===== config.mk =====
export PLATFORM = sky130hd
export DESIGN_NAME = stereo_volume_crystalizer
export DESIGN_NICKNAME = d
export VERILOG_FILES = /design/src/rtl/svc_pkg.sv /design/src/rtl/svc_lane.sv /design/src/rtl/svc_merge.sv /design/src/rtl/stereo_volume_crystalizer.sv
export VERILOG_INCLUDE_DIRS = /design/src /design/src/rtl
export SDC_FILE = /design/constraint.sdc
export NUM_CORES = 2
export LEC_CHECK = 0
export BUFFER_PORTS_ARGS = -buffer_cell sky130_fd_sc_hd__buf_2
export CORE_MARGIN = 3
export CORE_UTILIZATION = 40
export CTS_CLUSTER_SIZE = 12
export DETAILED_ROUTE_END_ITERATION = 8
export PLACE_DENSITY = 0.58
export SKIP_LAST_GASP = 1
export SLEW_MARGIN = 30
export SYNTH_ARGS = -nofsm -noshare
export SYNTH_HDL_FRONTEND = slang
export SYNTH_SLANG_ARGS = --single-unit

===== constraint.sdc =====
create_clock -name clk -period 9 [get_ports clk]
set_input_delay 0.45 -clock clk [delete_from_list [all_inputs] [get_ports clk]]
set_output_delay 0.45 -clock clk [all_outputs]
set_load 0.02 [all_outputs]

===== src/rtl/stereo_volume_crystalizer_assert.svh =====
// Assertion macros for the stereo volume crystaliser.
`ifndef STEREO_VOLUME_CRYSTALIZER_ASSERT_SVH
`define STEREO_VOLUME_CRYSTALIZER_ASSERT_SVH

// antecedent holds, consequent holds in the same cycle
`define SVC_ASSERT_NOW(label, ante, cons, msg) \
  label: assert property (@(posedge clk) disable iff (rst) (ante) |-> (cons)) \
    else $error(msg);

// antecedent holds, consequent holds in the next cycle
`define SVC_ASSERT_NEXT(label, ante, cons, msg) \
  label: assert property (@(posedge clk) disable iff (rst) (ante) |=> (cons)) \
    else $error(msg);

`endif


===== src/rtl/svc_pkg.sv =====
// Shared types, constants and helpers for the stereo volume crystaliser.
package svc_pkg;

  localparam int SampleW   = 16;
  localparam int GainW     = 11;
  localparam int StrengthW = 5;
  localparam int XgainW    = 10;
  localparam int CfgIdxW   = 2;

  localparam logic [GainW-1:0]     GainReset     = 11'd1024;
  localparam logic [StrengthW-1:0] StrengthReset = 5'd1;
  localparam logic [StrengthW-1:0] StrengthMin   = 5'd1;
  localparam logic [StrengthW-1:0] StrengthMax   = 5'd25;
  localparam logic [XgainW-1:0]    StrengthStep  = 10'd25;

  localparam logic signed [SampleW-1:0] SampleMax = 16'sh7FFF;
  localparam logic signed [SampleW-1:0] SampleMin = -16'sh8000;

  typedef enum logic [CfgIdxW-1:0] {
    REG_VOLUME_GAIN     = 2'd0,
    REG_EFFECT_ENABLE   = 2'd1,
    REG_EFFECT_STRENGTH = 2'd2,
    REG_UNUSED          = 2'd3
  } svc_reg_t;

  typedef struct packed {
    logic load;     // stage 1 takes a new sample
    logic commit;   // stage 1 item moves to output, prev updates
    logic present;  // stage 1 item is a real frame
  } svc_lane_ctl_t;

  function automatic logic signed [SampleW-1:0] sat16(input logic signed [20:0] x);
    logic signed [SampleW-1:0] r;
    if (x > 21'(SampleMax)) begin
      r = SampleMax;
    end else if (x < 21'(SampleMin)) begin
      r = SampleMin;
    end else begin
      r = x[SampleW-1:0];
    end
    return r;
  endfunction

  function automatic logic [XgainW-1:0] xgain_f(input logic en,
                                                 input logic [StrengthW-1:0] strength);
    logic [StrengthW-1:0] s;
    s = strength;
    if (s < StrengthMin) begin
      s = StrengthMin;
    end else if (s > StrengthMax) begin
      s = StrengthMax;
    end
    return en ? XgainW'(10'(s) * StrengthStep) : '0;
  endfunction

endpackage


===== src/rtl/svc_lane.sv =====
// One channel lane: volume scaling, then first-difference enhancement.
module svc_lane (
  input  logic                                  clk,
  input  logic                                  rst,
  input  svc_pkg::svc_lane_ctl_t                ctl,
  input  logic signed [svc_pkg::SampleW-1:0]    sample,
  input  logic        [svc_pkg::GainW-1:0]      gain,
  input  logic        [svc_pkg::XgainW-1:0]     xgain,
  output logic signed [svc_pkg::SampleW-1:0]    res
);
  import svc_pkg::*;

  logic signed [27:0]        prod1;
  logic signed [SampleW-1:0] scaled_next;
  logic signed [SampleW-1:0] scaled;
  logic signed [SampleW-1:0] prev;
  logic signed [SampleW:0]   diff;
  logic signed [27:0]        prod2;
  logic signed [20:0]        sum;

  // stage 1: sample * gain / 1024, floor, saturate
  assign prod1       = 28'(sample) * 28'($signed({1'b0, gain}));
  assign scaled_next = sat16(21'($signed(prod1[27:10])));

  always_ff @(posedge clk) begin
    if (ctl.load) begin
      scaled <= scaled_next;
    end
  end

  // stage 2: add (scaled - prev) * xgain / 256, floor, saturate; zero when no frame is present
  assign diff  = 17'(scaled) - 17'(prev);
  assign prod2 = 28'(diff) * 28'($signed({1'b0, xgain}));
  assign sum   = 21'(scaled) + 21'($signed(prod2[27:8]));
  assign res   = ctl.present ? sat16(sum) : '0;

  always_ff @(posedge clk) begin
    if (rst) begin
      prev <= '0;
    end else if (ctl.commit) begin
      prev <= ctl.present ? scaled : '0;
    end
  end

endmodule


===== src/rtl/svc_merge.sv =====
// Output register joining both lanes into one stereo result.
module svc_merge (
  input  logic                                  clk,
  input  logic                                  rst,
  input  logic                                  s1_valid,
  input  logic signed [svc_pkg::SampleW-1:0]    left_res,
  input  logic signed [svc_pkg::SampleW-1:0]    right_res,
  output logic                                  advance,
  output logic                                  out_valid,
  input  logic                                  out_ready,
  output logic signed [svc_pkg::SampleW-1:0]    left_out,
  output logic signed [svc_pkg::SampleW-1:0]    right_out
);
  import svc_pkg::*;

  assign advance = !out_valid || out_ready;

  always_ff @(posedge clk) begin
    if (rst) begin
      out_valid <= 1'b0;
    end else if (advance) begin
      out_valid <= s1_valid;
    end
  end

  always_ff @(posedge clk) begin
    if (advance && s1_valid) begin
      left_out  <= left_res;
      right_out <= right_res;
    end
  end

endmodule


===== src/rtl/stereo_volume_crystalizer.sv =====
// Top level of the stereo volume crystaliser: config, two lanes, output stage.
//
//   channel | direction | handshake            | payload
//   in      | input     | in_valid / in_ready  | left_in, right_in, frame_present
//   out     | output    | out_valid / out_ready| left_out, right_out
//   cfg     | input     | cfg_we               | cfg_index, cfg_data
//
// One frame per cycle while the output is not stalled.
// The path holds the scale register, then the output register after enhance and saturate.
// A stall on the output holds the whole pipeline; the input is refused meanwhile.
// Reset clears the config registers to defaults and both previous samples to zero.
module stereo_volume_crystalizer (
  input  logic                                  clk,
  input  logic                                  rst,
  input  logic                                  in_valid,
  output logic                                  in_ready,
  input  logic signed [svc_pkg::SampleW-1:0]    left_in,
  input  logic signed [svc_pkg::SampleW-1:0]    right_in,
  input  logic                                  frame_present,
  output logic                                  out_valid,
  input  logic                                  out_ready,
  output logic signed [svc_pkg::SampleW-1:0]    left_out,
  output logic signed [svc_pkg::SampleW-1:0]    right_out,
  input  logic                                  cfg_we,
  input  logic        [svc_pkg::CfgIdxW-1:0]    cfg_index,
  input  logic        [svc_pkg::GainW-1:0]      cfg_data
);
  import svc_pkg::*;
  `include "stereo_volume_crystalizer_assert.svh"

  logic [GainW-1:0]     volume_gain;
  logic                 effect_enable;
  logic [StrengthW-1:0] effect_strength;
  logic [XgainW-1:0]    xgain;

  logic                 advance;
  logic                 s1_valid;
  logic                 s1_present;
  svc_lane_ctl_t        lane_ctl;
  logic signed [SampleW-1:0] left_res;
  logic signed [SampleW-1:0] right_res;

  always_ff @(posedge clk) begin
    if (rst) begin
      volume_gain     <= GainReset;
      effect_enable   <= 1'b0;
      effect_strength <= StrengthReset;
    end else if (cfg_we) begin
      case (svc_reg_t'(cfg_index))
        REG_VOLUME_GAIN:     volume_gain     <= cfg_data;
        REG_EFFECT_ENABLE:   effect_enable   <= cfg_data[0];
        REG_EFFECT_STRENGTH: effect_strength <= cfg_data[StrengthW-1:0];
        default: ;
      endcase
    end
  end

  assign xgain    = xgain_f(effect_enable, effect_strength);
  assign in_ready = advance;

  always_ff @(posedge clk) begin
    if (rst) begin
      s1_valid   <= 1'b0;
      s1_present <= 1'b0;
    end else if (advance) begin
      s1_valid   <= in_valid;
      s1_present <= frame_present;
    end
  end

  always_comb begin
    lane_ctl.load    = advance;
    lane_ctl.commit  = advance && s1_valid;
    lane_ctl.present = s1_present;
  end

  svc_lane u_lane_left (
    .clk    (clk),
    .rst    (rst),
    .ctl    (lane_ctl),
    .sample (left_in),
    .gain   (volume_gain),
    .xgain  (xgain),
    .res    (left_res)
  );

  svc_lane u_lane_right (
    .clk    (clk),
    .rst    (rst),
    .ctl    (lane_ctl),
    .sample (right_in),
    .gain   (volume_gain),
    .xgain  (xgain),
    .res    (right_res)
  );

  svc_merge u_merge (
    .clk       (clk),
    .rst       (rst),
    .s1_valid  (s1_valid),
    .left_res  (left_res),
    .right_res (right_res),
    .advance   (advance),
    .out_valid (out_valid),
    .out_ready (out_ready),
    .left_out  (left_out),
    .right_out (right_out)
  );

  `SVC_ASSERT_NEXT(a_underrun_silent, advance && s1_valid && !s1_present,
                   out_valid && left_out == '0 && right_out == '0,
                   "underrun frame gave non-silent output")
  `SVC_ASSERT_NEXT(a_no_phantom, advance && !s1_valid, !out_valid,
                   "result produced without a frame")
  `SVC_ASSERT_NEXT(a_frame_reaches_s1, in_valid && in_ready, s1_valid,
                   "accepted frame lost before lane stage")

endmodule

# --- Word level (Yosys, flattened, before mapping) ---
# Index checks and enable logic that the tools add are counted.
totals:
  regBits: 116
  latch_bits: 0
  ramBits: 0
  rom_bits: 0
  in_bits: 51
  out_inout_bits: 34
  wordCells: 56
  mem_count: 0
op_classes:
  addsub: 4
  multipliers: 5
  n_div: 0
  order_cmp: 10
  eq_ne: 2
  n_shift: 0
  muxes: 11
  bitwise: 1
  n_reduce_logical: 9
ops:
  columns: ["cell", "count"]
  rows:
  - ["$mux W16", 6]
  - ["$mul A16 B12 Y28", 2]
  - ["$mul A17 B11 Y28", 2]
  - ["$add A16 B20 Y21", 2]
  - ["$gt A21 B16 Y1 const B", 2]
  - ["$lt A21 B16 Y1 const B", 2]
  - ["$gt A18 B16 Y1 const B", 2]
  - ["$lt A18 B16 Y1 const B", 2]
  - ["$sub A16 B16 Y17", 2]
  - ["$mux W15", 2]
  - ["$mul A5 B5 Y10 const B", 1]
  - ["$mux W10", 1]
  - ["$mux W5", 2]
  - ["$reduce_and A2 Y1", 3]
  - ["$gt A5 B5 Y1 const B", 1]
  - ["$lt A5 B1 Y1 const B", 1]
  - ["$reduce_or A2 Y1", 2]
  - ["$eq A2 B1 Y1 const B", 1]
  - ["$eq A2 B2 Y1 const B", 1]
  - ["$logic_not A2 Y1", 1]
  - ["$logic_and A1 B1 Y1", 1]
  - ["$logic_not A1 Y1", 1]
  - ["$logic_or A1 B1 Y1", 1]
  - ["$not A1 Y1", 1]

# --- Logic depth before layout (Yosys ltp) ---
depth:
  ltp_word: 10
  depth_mapped: 44
  depth_no_buf: 42

# --- By module ---
# From an unflattened synthesis, not the netlist that was laid out.
unflattened:
  cells_unflattened: 3778
  area_unflattened_um2: 33812.4
by_module_without_submodules:
  columns: ["mod", "n_inst", "cells_each", "area_each_um2", "seq_area_each_um2"]
  rows:
  - ["svc_lane (u_lane_right)", 1, 1883, 16273.1, 800.8]
  - ["svc_lane (u_lane_left)", 1, 1735, 15381.0, 800.8]
  - ["stereo_volume_crystalizer", 1, 123, 1142.3, 380.4]
  - ["svc_merge", 1, 37, 1016.0, 980.9]

# --- Least setup slack after synthesis ---
# No wires, ideal clock.
synth_timing:
  path_kind: "register -> register"
  from: "register effect_strength[1]"
  to: "register u_merge.left_out[3] (netlist name) (data pin)"
  setup_time_ns: 0.274
  t_arrival_ns: 9.496
  required_time_ns: 8.726
  slack_ns: -0.771
  path_stages_with_launch: 40
  path_buffers: 3
  period_less_slack_ns: 9.771
  path_cell_list: "dfxtp_1 -> o211a_1 -> or3_1 -> ha_1 -> ha_1 -> ha_1 -> fa_1 -> and2_1 -> clkbuf_1 -> buf_1 -> nand2_1 -> fa_1 -> fa_1 -> inv_1 -> fa_1 -> fa_1 -> inv_1 -> fa_1 -> (+4 left out) -> a31o_2 -> nor2b_1 -> o21a_1 -> o21a_1 -> nor2_1 -> xnor2_1 -> ha_1 -> o21ai_0 -> a211oi_1 -> a211oi_2 -> a211oi_1 -> o21a_1 -> o21ai_0 -> a31oi_1 -> xor2_1 -> o41ai_4 -> buf_4 -> a21oi_1"
synth_via:
  elab_chain_len: 10
  word_cells_on_any_way: 12
  classes_between: "add/sub: 1; mul: 2; order compare: 4; mux: 5"
synth_lines:
  columns: ["element", "line", "rtl"]
  rows:
  - ["start, declared", "stereo_volume_crystalizer.sv:33", "logic [StrengthW-1:0] effect_strength;"]
  - ["start signal, assigned", "stereo_volume_crystalizer.sv:47", "effect_strength <= StrengthReset;"]
  - ["start signal, assigned", "stereo_volume_crystalizer.sv:52", "REG_EFFECT_STRENGTH: effect_strength <= cfg_data[StrengthW-1:0];"]
  - ["$gt A5 B5 Y1", "svc_pkg.sv:50", "end else if (s > StrengthMax) begin"]
  - ["$mux W5", "svc_pkg.sv:50", null]
  - ["$mux W5 (*)", "svc_pkg.sv:48", "if (s < StrengthMin) begin"]
  - ["$mul A5 B5 Y10 (*)", "svc_pkg.sv:53", "return en ? XgainW'(10'(s) * StrengthStep) : '0;"]
  - ["$mux W10 (*)", "svc_pkg.sv:53", null]
  - ["$mul A17 B11 Y28 (*)", "svc_lane.sv:33", "assign prod2 = 28'(diff) * 28'($signed({1'b0, xgain}));"]
  - ["$add A16 B20 Y21 (*)", "svc_lane.sv:34", "assign sum = 21'(scaled) + 21'($signed(prod2[27:8]));"]
  - ["$lt A21 B16 Y1", "svc_pkg.sv:36", "end else if (x < 21'(SampleMin)) begin"]
  - ["$mux W16", "svc_pkg.sv:36", null]
  - ["$mux W15 (*)", "svc_pkg.sv:34", "if (x > 21'(SampleMax)) begin"]
  - ["end signal, assigned", "svc_merge.sv:28", "left_out <= left_res;"]
  - ["end, declared", "svc_merge.sv:11", "output logic signed [svc_pkg::SampleW-1:0] left_out,"]
# Every way passes the cells marked *; elsewhere a longest branch is shown, timed or not.
# A chain may end at the register's enable or synchronous reset.

# --- Worst setup path after layout ---
layout_timing:
  from: "register effect_strength[1]"
  to: "register u_merge.left_out[14] (netlist name) (data pin)"
# Same word-level chain as after synthesis.

==> impl_table.tex <==
\begin{tabular}{lr}
\hline
Metric & Value \\
\hline
\multicolumn{2}{l}{\textbf{Floorplan}} \\
\quad Number of placement rows & 104 \\
\quad I/O pin count & 85 \\
\quad Starting utilization of the core area & 40.6\% \\
\quad Core area & 81100 sq um \\
\quad Die area & 85700 sq um \\
\quad Die X-Extent & between 200 and 300 um \\
\quad Die Height & 293 um \\
\multicolumn{2}{l}{\textbf{Clock network}} \\
\quad Clock insertion delay at the later pin of the skew report & 0.47 ns \\
\quad CTS tree & done \\
\quad Reg clk slew, reported paths & 0.06 ns \\
\quad Clock buffer count from CTS & 17 \\
\quad Buffer levels on the longest clock path & 2 \\
\quad H-tree depth & 4 \\
\quad Clock Sink Count & 116 \\
\quad Hold buffer count at cts & 0 \\
\quad Clock Tree Root & sky130\_fd\_sc\_hd\_\_clkbuf\_16 \\
\multicolumn{2}{l}{\textbf{Setup path}} \\
\quad Worst path bufs/invs & 9 \\
\quad Family with the most delay on the worst path & adder cells \\
\quad Worst setup path category & flip-flop to flip-flop \\
\quad Top cell by count, worst path & sky130\_fd\_sc\_hd\_\_buf\_4 \\
\quad Type of element launching the critical path & flip-flop \\
\quad Maximum fanout along the worst path & 10 \\
\quad Max stage delay cell, worst path & sky130\_fd\_sc\_hd\_\_fa\_1 \\
\quad Worst endpoint required time & 9.21 ns \\
\quad CP Capture Type & flip-flop \\
\quad CP arrival & between 9 and 10 ns \\
\quad Crit-path max cell delay & slightly above 0.5 ns \\
\multicolumn{2}{l}{\textbf{Timing}} \\
\quad Total negative slack for setup checks & -5.51 ns \\
\quad Tmin final & between 9 and 10 ns \\
\quad Endpoints failing hold & 0 \\
\quad Final clock period utilization by the worst path & 103\% \\
\quad Setup violators final & 30 \\
\quad Setup clock skew after layout & 0.0142 ns \\
\quad Final-report max-slew violation count & 0 \\
\quad RSZ-0062 raised after global routing & yes \\
\quad Maximum clock frequency & between 0.1 and 0.15 GHz \\
\quad Relative slew slack & a little over two fifths \\
\quad Slew at the pin with the worst max-slew slack & about 0.84 ns \\
\quad Final setup slack of the worst path & -0.266 ns \\
\multicolumn{2}{l}{\textbf{Place}} \\
\quad Final weighted congestion in routability-driven placement & 0.868 \\
\quad PortBufs & 84 \\
\quad Final HPWL from detailed placement & 72600 um \\
\multicolumn{2}{l}{\textbf{Synth}} \\
\quad Share of the synthesized area in the top cell type & 38.3\% \\
\quad Adder-Cell Fraction of Synth Area & just over 50\% \\
\quad Combinational family with the most area after synthesis & adder cells \\
\quad Complex-gate fraction of the synthesized area & 9.14\% \\
\quad Simple-gate portion of the synthesized area & 16.0\% \\
\quad Number of synthesis warnings & 0 \\
\quad Post-Syn Nets & 4725 \\
\quad Sequential fraction of the synthesis area & 9.00\% \\
\quad Yosys cell types & just over 80 \\
\quad Library cell with the highest instance count after synthesis & sky130\_fd\_sc\_hd\_\_inv\_1 \\
\quad Cell types occupying the most area after synthesis & sky130\_fd\_sc\_hd\_\_fa\_1, sky130\_fd\_sc\_hd\_\_ha\_1, sky130\_fd\_sc\_hd\_\_inv\_1 \\
\quad Cell taking the most area after synthesis & sky130\_fd\_sc\_hd\_\_fa\_1 \\
\quad Gate count after technology mapping & between 3000 and 4000 \\
\quad FF+latch count, synth & 116 \\
\quad Top cells by instance count after synthesis & sky130\_fd\_sc\_hd\_\_inv\_1, sky130\_fd\_sc\_hd\_\_fa\_1, sky130\_fd\_sc\_hd\_\_nand2\_1, sky130\_fd\_sc\_hd\_\_ha\_1, sky130\_fd\_sc\_hd\_\_nor2\_1 \\
\quad Most used flip-flop cell after synthesis & sky130\_fd\_sc\_hd\_\_edfxtp\_1 \\
\quad Post-Synthesis Mean Instance Area & 8.84 sq um \\
\quad Xor and xnor area share after synthesis & 4.15\% \\
\quad Async set-or-reset flop fraction in the synthesized netlist & 0\% \\
\quad Mux share of post-synthesis cell area & less than 1\% \\
\quad Cell area after synthesis & 32900 sq um \\
\quad EDFF count, synth & 64 \\
\multicolumn{2}{l}{\textbf{Pwr}} \\
\quad Peak VDD IR & 0.000117 V \\
\quad Lkg Pwr & 0.0189 uW \\
\quad Overall power after layout & 6530 uW \\
\quad P per Cell Area & 168 nW/um\^{}2 \\
\multicolumn{2}{l}{\textbf{Global route}} \\
\quad Total global routing overflow & 0 \\
\quad First-pass GRT wire length & 144000 um \\
\quad Number of global-route vias before repair & 27200 \\
\quad Antenna violations before repair & 0 \\
\quad Global Route Usage Sum & a little over a fifth \\
\quad Maximum number of pins on one net before global-route repair & 53 \\
\multicolumn{2}{l}{\textbf{Finish}} \\
\quad Filler Cells Inserted & 7809 \\
\quad Final Util & between 40\% and 50\% \\
\quad Area used by multi-input combinational logic & 27300 sq um \\
\quad Layout Nets & 5109 \\
\quad Layout area overhead & 18.0\% \\
\quad Storage cell area & approximately 3000 sq um \\
\quad Layout cell share with drive strength beyond 1 & 18.0\% \\
\quad Count of inserted antenna diode cells & 0 \\
\multicolumn{2}{l}{\textbf{Drt}} \\
\quad Number of nets still failing antenna checks after routing & 0 \\
\quad Avg Vias per Cell & $\sim$5.1 \\
\quad Starting DRC count in detailed routing & between 1500 and 2000 \\
\quad Drt drc & 0 \\
\quad Vias post-DR & 26200 \\
\quad Average routed wire per standard cell & $\sim$17 um \\
\quad Number of search-and-repair iterations in the first detailed-routing pass & 5 \\
\quad Aggregate routed wire length & about 88000 um \\
\multicolumn{2}{l}{\textbf{Min path}} \\
\quad HP Class & input pin to flip-flop \\
\multicolumn{2}{l}{\textbf{Flow run}} \\
\quad Max-capacitance violation count & 0 \\
\multicolumn{2}{l}{\textbf{Run status}} \\
\quad Failing checks & negative setup slack \\
\quad Status & finished with violations \\
\hline
\end{tabular}
-- cell type report --
cell class	count	share of cell area (%)
clock buffers	18	1.11
clock inverters	14	0.306
inverters	767	7.42
multi-input cells	2689	70.2
flip-flops and latches	116	7.67
well taps	1060	3.42
repair buffers	514	9.85
-- metal layers --
| layer | track usage (%) | share of wire (%) | vias up |
|---|---|---|---|
| li1 | - | - | 12300 |
| met2 | 35.8 | 48 | 518 |
| met3 | 1.56 | 3.6 | 107 |
| met4 | 5.10 | 2.4 | 0 |
| met1 | 29.3 | 46 | 13200 |
| met5 | 0 | 0 | - |
-- layout by cell type (no fill, tap or decap), types with 11 or more instances in the layout --
cell type,instances
sky130_fd_sc_hd__fa_1,626
sky130_fd_sc_hd__o21ai_1,17
sky130_fd_sc_hd__nand2b_1,21
sky130_fd_sc_hd__o21a_1,20
sky130_fd_sc_hd__clkbuf_16,18
sky130_fd_sc_hd__ha_4,11
sky130_fd_sc_hd__nand2_1,460
sky130_fd_sc_hd__a31oi_1,30
sky130_fd_sc_hd__buf_4,412
sky130_fd_sc_hd__xor2_1,53
sky130_fd_sc_hd__xnor2_1,94
sky130_fd_sc_hd__edfxtp_1,64
sky130_fd_sc_hd__a21oi_2,19
sky130_fd_sc_hd__a311oi_1,14
sky130_fd_sc_hd__and2_1,184
sky130_fd_sc_hd__buf_2,83
sky130_fd_sc_hd__ha_1,310
sky130_fd_sc_hd__and3_1,19
sky130_fd_sc_hd__mux2i_1,16
sky130_fd_sc_hd__nor2_1,184
sky130_fd_sc_hd__nand3_1,75
sky130_fd_sc_hd__inv_1,762
sky130_fd_sc_hd__nor3_1,41
sky130_fd_sc_hd__a211oi_1,11
sky130_fd_sc_hd__a21oi_1,100
sky130_fd_sc_hd__a21o_1,55
sky130_fd_sc_hd__dfxtp_1,44
sky130_fd_sc_hd__nor2b_1,36
sky130_fd_sc_hd__o21ai_2,14
sky130_fd_sc_hd__o21ai_0,49
-- logic make-up after synthesis --
| group | count (synthesis) |
|---|---|
| AND/OR/NAND/NOR | 1118 |
| adder cells (fa/ha/maj) | 953 |
| multiplexers | 19 |
| buffers and inverters | 916 |
| AO/OA/AOI/OAI | 443 |
| flip-flops | 116 |
| XOR/XNOR | 156 |
-- flip-flops by register name, summed over array words and instances, names as in the netlist --
| register | flops |
|---|---|
| u_lane_right.scaled | 16 |
| u_lane_left.scaled | 16 |
| volume_gain | 11 |
| u_merge.out_valid | 1 |
| effect_strength | 5 |
| u_merge.right_out | 16 |
| s1_valid | 1 |
| s1_present | 1 |
| effect_enable | 1 |
| u_merge.left_out | 16 |
| u_lane_right.prev | 16 |
| u_lane_left.prev | 16 |
-- where the power goes --
part,leakage (uW),internal [uW],switching [uW]
clock,0.000259,359,316
combinational,0.0176,2200,2760
sequential,0.00104,727,168
-- final timing paths --
kind / from / end / slack [ns] / depth (start not counted)
min reg2reg: u_lane_right.prev[2] / u_lane_right.prev[2] / 0.45 / 2
min: cfg_data[10] / volume_gain[10] / 0.19 / 2
max reg2reg: effect_strength[1] / u_merge.left_out[14] / -0.27 / 43
max: effect_strength[1] / u_merge.left_out[14] / -0.27 / 43
-- metrics by stage --
stage          setup slack [ns]  hold slack, ns  cell area (sq um)  instances
6_report                 -0.266           0.189              38800       5178
5_1_grt                  -0.665           0.204              38800       5178
4_1_cts                  -0.189           0.164              38400       5167
3_5_place_dp             -0.418           0.443              37400       5111
3_3_place_gp             -0.318           0.439              37400       5111
2_1_floorplan           -0.0265           0.432              33200       3721
-- timing repair --
action | 4_1_cts | 5_1_grt
setup endpoints to repair | 31 | 32
gates resized for setup | 64 | 85
pin swaps | 55 | 51
setup buffers | 25 | 10
cloned | 0 | 1
Power figures use the tool's default switching activity.
